[src/hw/rtl/mck_pkg.sv]
// ----------------------------------------------------------------------------
// Morse keyer package
// Shared types, register indexes, reset values and the Morse code table used
// by the keyer controller, datapath and top level.
// ----------------------------------------------------------------------------
`default_nettype none

package mck_pkg;

    // Field widths.
    localparam int CharW  = 8;
    localparam int DurW   = 10;
    localparam int CfgIdxW = 3;
    localparam int SymLenW = 3;
    localparam int MaxSyms = 5;

    // Register reset values in milliseconds.
    localparam logic [DurW-1:0] DotOnReset     = 10'd50;
    localparam logic [DurW-1:0] DashOnReset    = 10'd200;
    localparam logic [DurW-1:0] SymbolGapReset = 10'd200;
    localparam logic [DurW-1:0] LetterGapReset = 10'd200;
    localparam logic [DurW-1:0] WordGapReset   = 10'd250;

    // Character codes that bound the translated ranges.
    localparam logic [CharW-1:0] SpaceChar   = 8'h20;
    localparam logic [CharW-1:0] LowerAChar  = 8'h61;
    localparam logic [CharW-1:0] LowerZChar  = 8'h7A;
    localparam logic [CharW-1:0] DigitZero   = 8'h30;
    localparam logic [CharW-1:0] DigitNine   = 8'h39;

    // Configuration register indexes.
    typedef enum logic [CfgIdxW-1:0] {
        CFG_DOT_ON     = 3'd0,
        CFG_DASH_ON    = 3'd1,
        CFG_SYMBOL_GAP = 3'd2,
        CFG_LETTER_GAP = 3'd3,
        CFG_WORD_GAP   = 3'd4
    } cfg_idx_t;

    // Controller states.
    typedef enum logic [2:0] {
        ST_IDLE,
        ST_WORD,
        ST_ON,
        ST_GAP,
        ST_LETTER
    } state_t;

    // Kind of interval placed in the output register.
    typedef enum logic [1:0] {
        EMIT_WORD,
        EMIT_ON,
        EMIT_GAP,
        EMIT_LETTER
    } emit_kind_t;

    // Commands from the controller to the datapath.
    typedef struct packed {
        logic       load;
        logic       emit;
        emit_kind_t kind;
        logic       advance;
    } ctrl_cmd_t;

    // Status from the datapath to the controller.
    typedef struct packed {
        logic in_space;
        logic in_len_zero;
        logic last_symbol;
        logic no_symbols;
        logic out_free;
    } ctrl_status_t;

    // One Morse code: number of symbols and the symbols, first in bit 0,
    // a set bit meaning a dash.
    typedef struct packed {
        logic [SymLenW-1:0] len;
        logic [MaxSyms-1:0] pattern;
    } morse_code_t;

    localparam logic [MaxSyms-1:0] LetterPat [26] = '{
        5'b00010, 5'b00001, 5'b00101, 5'b00001, 5'b00000, 5'b00100,
        5'b00011, 5'b00000, 5'b00000, 5'b01110, 5'b00101, 5'b00010,
        5'b00011, 5'b00001, 5'b00111, 5'b00110, 5'b01011, 5'b00010,
        5'b00000, 5'b00001, 5'b00100, 5'b01000, 5'b00110, 5'b01001,
        5'b01101, 5'b00011
    };

    localparam logic [SymLenW-1:0] LetterLen [26] = '{
        3'd2, 3'd4, 3'd4, 3'd3, 3'd1, 3'd4,
        3'd3, 3'd4, 3'd2, 3'd4, 3'd3, 3'd4,
        3'd2, 3'd2, 3'd3, 3'd4, 3'd4, 3'd3,
        3'd3, 3'd1, 3'd3, 3'd4, 3'd3, 3'd4,
        3'd4, 3'd4
    };

    localparam logic [MaxSyms-1:0] DigitPat [10] = '{
        5'b11111, 5'b11110, 5'b11100, 5'b11000, 5'b10000,
        5'b00000, 5'b00001, 5'b00011, 5'b00111, 5'b01111
    };

    // Looks up a character; untranslated characters give a zero length.
    function automatic morse_code_t morse_lookup(input logic [CharW-1:0] ch);
        morse_code_t       code;
        logic [CharW-1:0]  letter_off;
        logic [CharW-1:0]  digit_off;
        letter_off   = ch - LowerAChar;
        digit_off    = ch - DigitZero;
        code.len     = '0;
        code.pattern = '0;
        if (ch >= LowerAChar && ch <= LowerZChar) begin
            code.len     = LetterLen[letter_off[4:0]];
            code.pattern = LetterPat[letter_off[4:0]];
        end else if (ch >= DigitZero && ch <= DigitNine) begin
            code.len     = SymLenW'(MaxSyms);
            code.pattern = DigitPat[digit_off[3:0]];
        end
        return code;
    endfunction

endpackage

`default_nettype wire

[src/hw/rtl/mck_if.sv]
// ----------------------------------------------------------------------------
// Morse keyer channel interfaces
// Valid/ready channels for characters in, timed intervals out and register
// writes.
// ----------------------------------------------------------------------------
`default_nettype none

// Character channel.
interface mck_char_if;
    logic                        valid;
    logic                        ready;
    logic [mck_pkg::CharW-1:0]   character;

    modport source (output valid, output character, input ready);
    modport sink   (input valid, input character, output ready);
endinterface

// Interval result channel.
interface mck_result_if;
    logic                        valid;
    logic                        ready;
    logic                        tone_on;
    logic [mck_pkg::DurW-1:0]    duration_ms;
    logic                        last_of_run;

    modport source (output valid, output tone_on, output duration_ms,
                    output last_of_run, input ready);
    modport sink   (input valid, input tone_on, input duration_ms,
                    input last_of_run, output ready);
endinterface

// Register write channel.
interface mck_cfg_if;
    logic                        valid;
    logic                        ready;
    logic [mck_pkg::CfgIdxW-1:0] index;
    logic [mck_pkg::DurW-1:0]    data;

    modport source (output valid, output index, output data, input ready);
    modport sink   (input valid, input index, input data, output ready);
endinterface

`default_nettype wire

[src/hw/rtl/mck_ctrl.sv]
// ----------------------------------------------------------------------------
// Morse keyer controller
// Steps through the intervals of one character, one per cycle whenever the
// output register can take it.
// ----------------------------------------------------------------------------
`default_nettype none

module mck_ctrl
(
    input  wire                    clk,
    input  wire                    rst_n,
    input  wire                    in_valid,
    output logic                   in_ready,
    input  mck_pkg::ctrl_status_t  status,
    output mck_pkg::ctrl_cmd_t     cmd
);

    mck_pkg::state_t state_reg;
    mck_pkg::state_t state_next;

    // State register.
    always_ff @(posedge clk or negedge rst_n)
    begin
        if (!rst_n)
        begin
            state_reg <= mck_pkg::ST_IDLE;
        end
        else
        begin
            state_reg <= state_next;
        end
    end

    // Next state and commands.
    always_comb
    begin
        state_next  = state_reg;
        in_ready    = 1'b0;
        cmd.load    = 1'b0;
        cmd.emit    = 1'b0;
        cmd.kind    = mck_pkg::EMIT_LETTER;
        cmd.advance = 1'b0;
        unique case (state_reg)
            mck_pkg::ST_IDLE:
            begin
                in_ready = 1'b1;
                if (in_valid)
                begin
                    cmd.load = 1'b1;
                    if (status.in_space)
                    begin
                        state_next = mck_pkg::ST_WORD;
                    end
                    else if (status.in_len_zero)
                    begin
                        state_next = mck_pkg::ST_LETTER;
                    end
                    else
                    begin
                        state_next = mck_pkg::ST_ON;
                    end
                end
            end
            mck_pkg::ST_WORD:
            begin
                cmd.kind = mck_pkg::EMIT_WORD;
                cmd.emit = status.out_free;
                if (status.out_free)
                begin
                    state_next = mck_pkg::ST_LETTER;
                end
            end
            mck_pkg::ST_ON:
            begin
                cmd.kind = mck_pkg::EMIT_ON;
                cmd.emit = status.out_free;
                if (status.out_free)
                begin
                    state_next = mck_pkg::ST_GAP;
                end
            end
            mck_pkg::ST_GAP:
            begin
                cmd.kind    = mck_pkg::EMIT_GAP;
                cmd.emit    = status.out_free;
                cmd.advance = status.out_free;
                if (status.out_free)
                begin
                    state_next = status.last_symbol ? mck_pkg::ST_LETTER
                                                    : mck_pkg::ST_ON;
                end
            end
            mck_pkg::ST_LETTER:
            begin
                cmd.kind = mck_pkg::EMIT_LETTER;
                cmd.emit = status.out_free;
                if (status.out_free)
                begin
                    state_next = mck_pkg::ST_IDLE;
                end
            end
            default:
            begin
                state_next = mck_pkg::ST_IDLE;
            end
        endcase
    end

endmodule

`default_nettype wire

[src/hw/rtl/mck_datapath.sv]
// ----------------------------------------------------------------------------
// Morse keyer datapath
// Holds the timing registers, the symbol pattern of the current character
// and the output register that carries one interval to the receiver.
// ----------------------------------------------------------------------------
`default_nettype none

module mck_datapath
(
    input  wire                          clk,
    input  wire                          rst_n,
    input  wire [mck_pkg::CharW-1:0]     character,
    input  mck_pkg::ctrl_cmd_t           cmd,
    output mck_pkg::ctrl_status_t        status,
    mck_cfg_if.sink                      cfg,
    mck_result_if.source                 results
);

    logic [mck_pkg::DurW-1:0]    dot_on_reg;
    logic [mck_pkg::DurW-1:0]    dash_on_reg;
    logic [mck_pkg::DurW-1:0]    symbol_gap_reg;
    logic [mck_pkg::DurW-1:0]    letter_gap_reg;
    logic [mck_pkg::DurW-1:0]    word_gap_reg;

    logic [mck_pkg::MaxSyms-1:0] pattern_reg;
    logic [mck_pkg::SymLenW-1:0] left_reg;

    logic                        out_valid_reg;
    logic                        out_valid_next;
    logic                        tone_reg;
    logic [mck_pkg::DurW-1:0]    dur_reg;
    logic                        last_reg;
    logic                        tone_next;
    logic [mck_pkg::DurW-1:0]    dur_next;
    logic                        last_next;

    mck_pkg::morse_code_t        code;

    // Register writes are always taken; unknown indexes are dropped.
    assign cfg.ready = 1'b1;

    always_ff @(posedge clk or negedge rst_n)
    begin
        if (!rst_n)
        begin
            dot_on_reg     <= mck_pkg::DotOnReset;
            dash_on_reg    <= mck_pkg::DashOnReset;
            symbol_gap_reg <= mck_pkg::SymbolGapReset;
            letter_gap_reg <= mck_pkg::LetterGapReset;
            word_gap_reg   <= mck_pkg::WordGapReset;
        end
        else if (cfg.valid)
        begin
            unique case (cfg.index)
                mck_pkg::CFG_DOT_ON:     dot_on_reg     <= cfg.data;
                mck_pkg::CFG_DASH_ON:    dash_on_reg    <= cfg.data;
                mck_pkg::CFG_SYMBOL_GAP: symbol_gap_reg <= cfg.data;
                mck_pkg::CFG_LETTER_GAP: letter_gap_reg <= cfg.data;
                mck_pkg::CFG_WORD_GAP:   word_gap_reg   <= cfg.data;
                default:
                begin
                end
            endcase
        end
    end

    // Code lookup of the incoming character.
    assign code = mck_pkg::morse_lookup(character);

    // Symbol pattern and count of symbols still to send.
    always_ff @(posedge clk or negedge rst_n)
    begin
        if (!rst_n)
        begin
            left_reg <= '0;
        end
        else if (cmd.load)
        begin
            left_reg <= code.len;
        end
        else if (cmd.advance)
        begin
            left_reg <= left_reg - mck_pkg::SymLenW'(1);
        end
    end

    always_ff @(posedge clk)
    begin
        if (cmd.load)
        begin
            pattern_reg <= code.pattern;
        end
        else if (cmd.advance)
        begin
            pattern_reg <= pattern_reg >> 1;
        end
    end

    // Status for the controller.
    always_comb
    begin
        status.in_space    = (character == mck_pkg::SpaceChar);
        status.in_len_zero = (code.len == '0);
        status.last_symbol = (left_reg == mck_pkg::SymLenW'(1));
        status.no_symbols  = (left_reg == '0);
        status.out_free    = !out_valid_reg || results.ready;
    end

    // Interval selected by the controller.
    always_comb
    begin
        tone_next = 1'b0;
        last_next = 1'b0;
        dur_next  = letter_gap_reg;
        unique case (cmd.kind)
            mck_pkg::EMIT_WORD:
            begin
                dur_next = word_gap_reg;
            end
            mck_pkg::EMIT_ON:
            begin
                tone_next = 1'b1;
                dur_next  = pattern_reg[0] ? dash_on_reg : dot_on_reg;
            end
            mck_pkg::EMIT_GAP:
            begin
                dur_next = symbol_gap_reg;
            end
            mck_pkg::EMIT_LETTER:
            begin
                last_next = 1'b1;
                dur_next  = letter_gap_reg;
            end
            default:
            begin
                dur_next = letter_gap_reg;
            end
        endcase
    end

    // Output register: filled on emit, emptied when the receiver takes it.
    always_comb
    begin
        out_valid_next = out_valid_reg;
        if (cmd.emit)
        begin
            out_valid_next = 1'b1;
        end
        else if (results.ready)
        begin
            out_valid_next = 1'b0;
        end
    end

    always_ff @(posedge clk or negedge rst_n)
    begin
        if (!rst_n)
        begin
            out_valid_reg <= 1'b0;
        end
        else
        begin
            out_valid_reg <= out_valid_next;
        end
    end

    always_ff @(posedge clk)
    begin
        if (cmd.emit)
        begin
            tone_reg <= tone_next;
            dur_reg  <= dur_next;
            last_reg <= last_next;
        end
    end

    assign results.valid       = out_valid_reg;
    assign results.tone_on     = tone_reg;
    assign results.duration_ms = dur_reg;
    assign results.last_of_run = last_reg;

endmodule

`default_nettype wire

[src/hw/rtl/morse_character_keyer.sv]
// ----------------------------------------------------------------------------
// Morse character keyer
// Turns ASCII characters into a run of timed tone-on and tone-off intervals.
// ----------------------------------------------------------------------------
// Usage:
// Each item on the chars channel is one ASCII character. Lowercase letters
// and digits are sent as Morse: a tone-on interval and a symbol gap for each
// dot or dash. A space first gives a word gap. Every character ends with a
// letter gap, flagged by last_of_run; other characters give only that gap.
// The cfg channel writes the five timing registers (always ready); the user
// must write only while the keyer is idle; the keyer does not enforce this.
// Timing: a character is accepted, then its intervals leave the output register
// one per cycle while results.ready stays high; the next character is taken
// once the controller has placed the letter gap. The pace is set by the
// controller stepping one interval per cycle into the single output register
// whenever that register is free.
// Stalls: while results.ready is low the output register holds its interval
// and the controller waits; no interval is lost.
// Reset: rst_n clears the controller and output valid, and returns the
// timing registers to 50, 200, 200, 200 and 250 ms.
// ----------------------------------------------------------------------------
`default_nettype none

module morse_character_keyer
(
    input  wire           clk,
    input  wire           rst_n,
    mck_char_if.sink      chars,
    mck_result_if.source  results,
    mck_cfg_if.sink       cfg
);

    mck_pkg::ctrl_cmd_t    cmd;
    mck_pkg::ctrl_status_t status;

    // Sequencing of the intervals.
    mck_ctrl u_ctrl
    (
        .clk      (clk),
        .rst_n    (rst_n),
        .in_valid (chars.valid),
        .in_ready (chars.ready),
        .status   (status),
        .cmd      (cmd)
    );

    // Registers, pattern and output register.
    mck_datapath u_datapath
    (
        .clk       (clk),
        .rst_n     (rst_n),
        .character (chars.character),
        .cmd       (cmd),
        .status    (status),
        .cfg       (cfg),
        .results   (results)
    );

    // A character is worked on alone: no second one right after acceptance.
    assert property (@(posedge clk) disable iff (!rst_n)
        (chars.valid && chars.ready) |=> !chars.ready)
    else $error("character accepted while the previous one is in progress");

    // The keyer returns to ready only after placing the closing letter gap.
    assert property (@(posedge clk) disable iff (!rst_n)
        $rose(chars.ready) |->
            $past(cmd.emit && cmd.kind == mck_pkg::EMIT_LETTER))
    else $error("keyer became ready without closing the character");

    // A tone-on interval is only issued while symbols remain.
    assert property (@(posedge clk) disable iff (!rst_n)
        (cmd.emit && cmd.kind == mck_pkg::EMIT_ON) |-> !status.no_symbols)
    else $error("tone-on interval issued with no symbol left");

endmodule

`default_nettype wire

[src/flat_wrapper.sv]
// flat-port wrapper written by rule: the top's interface ports become plain ports
module morse_character_keyer_flat 
  (clk, rst_n, chars_valid, chars_character, chars_ready, results_valid, results_tone_on, results_duration_ms, results_last_of_run, results_ready, cfg_valid, cfg_index, cfg_data, cfg_ready);
  mck_char_if chars_i ();
  mck_result_if results_i ();
  mck_cfg_if cfg_i ();
  input  wire clk;
  input  wire rst_n;
  input wire logic [$bits(chars_i.valid)-1:0] chars_valid;
  input wire logic [$bits(chars_i.character)-1:0] chars_character;
  output wire logic [$bits(chars_i.ready)-1:0] chars_ready;
  output wire logic [$bits(results_i.valid)-1:0] results_valid;
  output wire logic [$bits(results_i.tone_on)-1:0] results_tone_on;
  output wire logic [$bits(results_i.duration_ms)-1:0] results_duration_ms;
  output wire logic [$bits(results_i.last_of_run)-1:0] results_last_of_run;
  input wire logic [$bits(results_i.ready)-1:0] results_ready;
  input wire logic [$bits(cfg_i.valid)-1:0] cfg_valid;
  input wire logic [$bits(cfg_i.index)-1:0] cfg_index;
  input wire logic [$bits(cfg_i.data)-1:0] cfg_data;
  output wire logic [$bits(cfg_i.ready)-1:0] cfg_ready;
  assign chars_i.valid = chars_valid;
  assign chars_i.character = chars_character;
  assign chars_ready = chars_i.ready;
  assign results_valid = results_i.valid;
  assign results_tone_on = results_i.tone_on;
  assign results_duration_ms = results_i.duration_ms;
  assign results_last_of_run = results_i.last_of_run;
  assign results_i.ready = results_ready;
  assign cfg_i.valid = cfg_valid;
  assign cfg_i.index = cfg_index;
  assign cfg_i.data = cfg_data;
  assign cfg_ready = cfg_i.ready;
  morse_character_keyer u_core (.clk(clk), .rst_n(rst_n), .chars(chars_i), .results(results_i), .cfg(cfg_i));
endmodule
[config.mk]
export PLATFORM = sky130hd
export DESIGN_NAME = morse_character_keyer_flat
export DESIGN_NICKNAME = d
export VERILOG_FILES = /design/src/hw/rtl/mck_pkg.sv /design/src/hw/rtl/mck_if.sv /design/src/hw/rtl/mck_ctrl.sv /design/src/hw/rtl/mck_datapath.sv /design/src/hw/rtl/morse_character_keyer.sv /design/src/flat_wrapper.sv
export SDC_FILE = /design/constraint.sdc
export NUM_CORES = 1
export LEC_CHECK = 0
export BUFFER_PORTS_ARGS = -buffer_cell sky130_fd_sc_hd__buf_2
export CORE_ASPECT_RATIO = 1.4
export CORE_UTILIZATION = 59
export CTS_BUF_LIST = sky130_fd_sc_hd__clkbuf_16
export DETAILED_ROUTE_END_ITERATION = 8
export GPL_ROUTABILITY_DRIVEN = 0
export PLACE_DENSITY_LB_ADDON = 0.15
export SLEW_MARGIN = 20
export SYNTH_ARGS = -nofsm -noshare
export SYNTH_HDL_FRONTEND = slang
export SYNTH_SLANG_ARGS = --single-unit
[constraint.sdc]
create_clock -name clk -period 2.5 [get_ports clk]
set_clock_uncertainty 0.1 [all_clocks]
set_input_delay 0.25 -clock clk [delete_from_list [all_inputs] [get_ports clk]]
set_output_delay 0.25 -clock clk [all_outputs]
set_load 0.02 [all_outputs]
* After elaboration in Yosys (flattened, before gate mapping) *
Memories as Yosys holds them, arrays and structs flattened.
Index checks and enable logic that the tools add are counted.

cells by class
  $add $sub $neg = 3
  order comparisons = 6
  equality and inequality tests = 18
  muxes and demuxes = 32
  bitwise logic cells = 2
  reductions and logical operators = 16

operators by type and width
  cell                number
  $pmux 10 s4         1
  $mux 3              12
  $mux 5              6
  $mux 8              2
  $pmux 3 s5          1
  $eq 3x2->1 const B  4
  $pmux 3 s4          1
  $mux 10             1
  $ne 2x2->1 const B  5
  $reduce_and 2->1    5
  $eq 3x1->1 const B  3
  $logic_not 3->1     3
  $eq 8x6->1 const B  1
  $ge 8x6->1 const B  1
  $ge 8x7->1 const B  1
  $le 8x6->1 const B  1
  $le 8x7->1 const B  1
  $mux 1              8
  $eq 3x3->1 const B  2
  $ge 6x6->1 const B  1
  $not 5->6           1
  $ge 5x5->1 const B  1
  $not 4->5           1
  $reduce_and 5->1    1
  other kinds (10)    13

word-level totals
  register bits = 74
  ROM bits = 336
  input bits = 26
  output and inout bits = 15
  logic and storage cells = 92
  memories = 3

memory list
  name             depth  bits a word  read ports  clocked after Yosys merged registers in  write ports  RTL line        source
  (no name shown)  32     5            1           0                                        0            mck_pkg.sv:113  code.pattern = LetterPat[letter_off[4:0]];
  (no name shown)  32     3            1           0                                        0            mck_pkg.sv:112  code.len = LetterLen[letter_off[4:0]];
  (no name shown)  16     5            1           0                                        0            mck_pkg.sv:116  code.pattern = DigitPat[digit_off[3:0]];

* Depth between registers and ports, before layout *
  depth in word-level cells = 12
  depth in mapped cells = 10
  mapped depth without buffers = 8

* By module *
A second synthesis with hierarchy kept.

second synthesis, totals
  cell total of the unflattened synthesis = 359
  area, all modules = 4230.3 um^2

by module, submodules not included
  module        instances  cells each  area each (um^2)  seq. area each (um^2)
  mck_datapath  1          329         3966.3            1884.3
  mck_ctrl      1          30          264.0             75.1

* Worst setup path after synthesis *
Ideal clock, no wire load.

  path type = reg2reg
  start point = register u_core.u_ctrl.state_reg[2]
  end point = register u_core.u_datapath.pattern_reg[2] (netlist name) (data pin)
  setup time = 261 ps
  arrival time = 1802 ps
  data required time = 2139 ps
  setup slack = 337 ps
  stages on the path, launching flop included = 8
  path buffers = 2
  period minus slack after synthesis = 2163 ps
  cells stage by stage = dfrtp_1 clkbuf_1 nor3_1 nand2_1 clkbuf_1 a31oi_1 a32o_1 a21oi_1

between the ends
  cells in the longest elaborated chain, start to end = 3

ends and longest elaborated chain
  what                    RTL line            source
  start, declared         mck_ctrl.sv:18      mck_pkg::state_t state_reg;
  start signal, assigned  mck_ctrl.sv:26      state_reg <= mck_pkg::ST_IDLE;
  start signal, assigned  mck_ctrl.sv:30      state_reg <= state_next;
  $logic_not 3->1         mck_ctrl.sv:43      unique case (state_reg)
  $mux 1                  mck_ctrl.sv:43
  $mux 5                  mck_datapath.sv:89  if (cmd.load)
  end signal, assigned    mck_datapath.sv:91  pattern_reg <= code.pattern;
  end signal, assigned    mck_datapath.sv:95  pattern_reg <= pattern_reg >> 1;
  end, declared           mck_datapath.sv:25  logic [mck_pkg::MaxSyms-1:0] pattern_reg;

No other way between the ends.
A chain may end at the register's enable or synchronous reset.

* Worst setup path after layout *
  start point = input chars_character[1]
  end point = register u_core.u_ctrl.state_reg[1]

between the ends
  cells in the longest elaborated chain, start to end = 11
  elaborated cells on any way between the ends = 19
  those cells by class = add/sub (1); order compare (4); eq/ne (1); mux (8); bitwise (1); reduce/logical (3); memory (1)

ends and longest elaborated chain
  what                                       RTL line             source
  start, declared                            flat_wrapper.sv:10   input wire logic [$bits(chars_i.character)-1:0] chars_character;
  $sub 5x1->5                                mck_pkg.sv:107       letter_off = ch - LowerAChar;
  $not 5->6 (implied by the code)            mck_pkg.sv:112
  $mem_v2 32x3                               n/a
  $mux 3 (implied by the code) (2 in a row)  mck_pkg.sv:112
  $mux 8                                     mck_pkg.sv:111       if (ch >= LowerAChar && ch <= LowerZChar) begin
  $logic_not 3->1                            mck_datapath.sv:103  status.in_len_zero = (code.len == '0);
  $mux 3                                     mck_ctrl.sv:54       else if (status.in_len_zero)
  $mux 3 (*)                                 mck_ctrl.sv:50       if (status.in_space)
  $mux 3 (*)                                 mck_ctrl.sv:47       if (in_valid)
  $pmux 3 s5 (*)                             mck_ctrl.sv:43

Mark *: on every way between the ends. The rest lies on a longest branch, timed or not. The select of a mux whose other input is x is not followed.

==> results.cfg <==
[global_route]
met2_usage_pct = 49.4
antenna_found_initial = 0
gr-total-overflow = 0
use_met3_pct = 5.13
grt.busiest_layer = met2
first_global_vias = 3236
grt_max_degree = 58
use_met1_pct = 32.9
grt_pass1_wl_um = 15800
grtUsageTotal_pct = 28.3

[power]
power.total_mw = 4.35
peakVddDrop_v = 0.000495
power_density_nw_per_um2 = 896
p_leak_nw = 2.03

[hold_path]
hold-path-endpoint = u_core.u_datapath.word_gap_reg[7]
worstHoldPathType = primary input to register
min_path_cells = 2
worstHoldStart = cfg_data[7]

[sta]
fin_crit_sh_pct = 80.5
setup_violations = 0
timing.final.max_slew_violations = 0
post-route-min-period_ps = 2010
rsz0062_at_grt = false
hold_violations = 0
fin_tns_setup_ps = 0
tightest_slew_ps = 720
whs_ps = 112
slew_headroom_pct = 52.0
clock.fmax_mhz = 497

[synthesis]
netlist_instances = 403
post_synth_num_cell_types = 63
synth_edf_count = 17
ys_seq_elements = 74
netlist_area_um2 = 4240
yosysWarnings = 0
async_flop_share_pct = 77.0
ys.flop_type = dfrtp_1
yosysSeqAreaShare_pct = 46.2
syn_area_per_cell_um2 = 10.5
synth_area_leaders = dfrtp_1 23%, mux2_2 13%, edfxtp_1 12%, dfstp_2 11%, o21ai_0 4.4%
syn_nets = 439
yosys.area.top_type_share_pct = 23.0
yosysTopAreaCell = dfrtp_1

[placement]
buffer_ports.inserted = 39
hpwl_um = 6500
dp_cells = 530

[clock_tree]
clk_latency_ps = 330
postCtsSetupBuffers = 0
clockRootBuffer = clkbuf_16
cts_tree = built
clk_pin_slew_worst_paths_ps = 60
cts_max_path_buffers = 2
numClockSinks = 74
htreeDepth = 3
numCtsBuffers = 9

[die]
coreArea_um2 = 6940
initial_utilization_pct = 61.1
die_x_um = 73.6
dieHeight_um = 102
dieArea_um2 = 7530
io_pins = 41
rows = 36

[cells_and_area]
fin_util_pct = 69.9
drive_above_1_share_pct = 34.1
area_growth_pct = 14.4
layout.nets = 483
diodes = 0
stdcell_count = 547

[drt]
drtPass1Iterations = 5
post_drt_via_cell_ratio = 5.99
drc = 0
ant_nets = 0
drt-initial-drc-count = 243
vias = 3278
post_drt_wl_per_cell_um = 17.4
drt_wl_total_um = 9540

[critical_path]
rr_worst_depth = 7
worstSetupPathType = primary input to register
r2r_start = u_core.u_ctrl.state_reg[1]
setup.worst_path.start_class = primary input
crit_required_ps = 2610
reg2reg_to = u_core.u_datapath.left_reg[2]
worstPathMaxFanout = 10
timing.critical_path.arrival_ps = 2130
critPathCaptureType = register
r2r_slack_ps = 600

[job]
drv_cap = 0

[run_status]
outcome = complete, no violations
worst max-delay path, stage by stage:
cell       delay [ps]
buf_2             100
inv_1              60
ha_1              360
buf_4             230
nor2b_1            50
o21ai_0           150
o211ai_1          140
o2111ai_1         290
a31oi_1           190
o31a_1            310
worst max path at each step:
stage / start / slack [ps] / end
2_1_floorplan: u_core.u_ctrl.state_reg[2] / 340 / u_core.u_datapath.pattern_reg[2]
3_3_place_gp: chars_character[1] / 240 / u_core.u_ctrl.state_reg[1]
3_5_place_dp: chars_character[1] / 190 / u_core.u_ctrl.state_reg[1]
4_1_cts: chars_character[1] / 520 / u_core.u_ctrl.state_reg[1]
5_1_grt: chars_character[1] / 320 / u_core.u_ctrl.state_reg[1]
6_report: chars_character[1] / 490 / u_core.u_ctrl.state_reg[1]
placed cells by master, fill, tap and decap left out, types with 4 or more instances in the layout:
master,instances
dfrtp_1,39
inv_1,10
and2_1,4
clkbuf_16,9
a211oi_1,5
dfstp_2,18
mux2i_1,13
nor2b_1,10
a21oi_1,10
mux2_2,50
a31oi_1,5
o21ai_0,37
nor2_1,24
ha_1,10
edfxtp_1,17
o22ai_1,4
nand2_1,39
nor3_1,5
buf_2,39
a22oi_1,10
nand3_1,6
buf_4,23
metal layers:
layer  vias up  part of all wire (%)
met2       103                    54
met1      1607                    39
met4         0                   3.0
met3        23                   4.0
li1       1545                     -
met5         -                     0
power by group:
group | internal (mW) | switching [mW]
clock network | 0.649 | 0.452
logic | 0.564 | 0.828
registers | 1.70 | 0.160
total | 2.91 | 1.44
area by class of cell:
cell class / instances / area (um2)
Inverter: 9 / 33.8
Clock buffer: 9 / 225
Multi-Input combinational cell: 290 / 2110
Sequential cell: 74 / 1960
Tap cell: 95 / 119
Clock inverter: 7 / 28.8
Timing Repair Buffer: 63 / 378
Fill cell: 563 / 2090
Yosys cell counts, types with 4 or more instances:
cell type and instances:
inv_1 8, buf_2 9, dfstp_2 18, mux2_2 50
o22ai_1 4, nor2b_1 10, dfrtp_1 39, ha_1 10
nand3_1 6, nand2_1 39, a22oi_1 10, mux2i_1 13
edfxtp_1 17, nor2_1 24, clkbuf_1 15, nor3_1 5
a211oi_1 5, a21oi_1 10, a31oi_1 5, and2_1 4
o21ai_0 37
per-stage QoR:
stage                     area, um2  worst slack, ps
after global routing           4850              325
after floorplan                4240              337
after global placement         4590              244
final                          4850              487
after CTS                      4850              523
after detailed placement       4590              188
what timing repair did:
| action | in CTS | in global routing |
|---|---|---|
| resized for setup | 0 | 0 |
| endpoints found under the hold margin | 29 | 0 |
| hold buffers | 1 | 0 |
cell families after synthesis:
kind of cell	share of synthesized area, %
XOR/XNOR	1.98
AO/OA/AOI/OAI	15.7
other	0.0885
multiplexers	16.4
flip-flops	46.2
adder cells (fa/ha/maj)	2.95
AND/OR/NAND/NOR	12.6
buffers and inverters	4.07
Power figures use the tool's default switching activity.
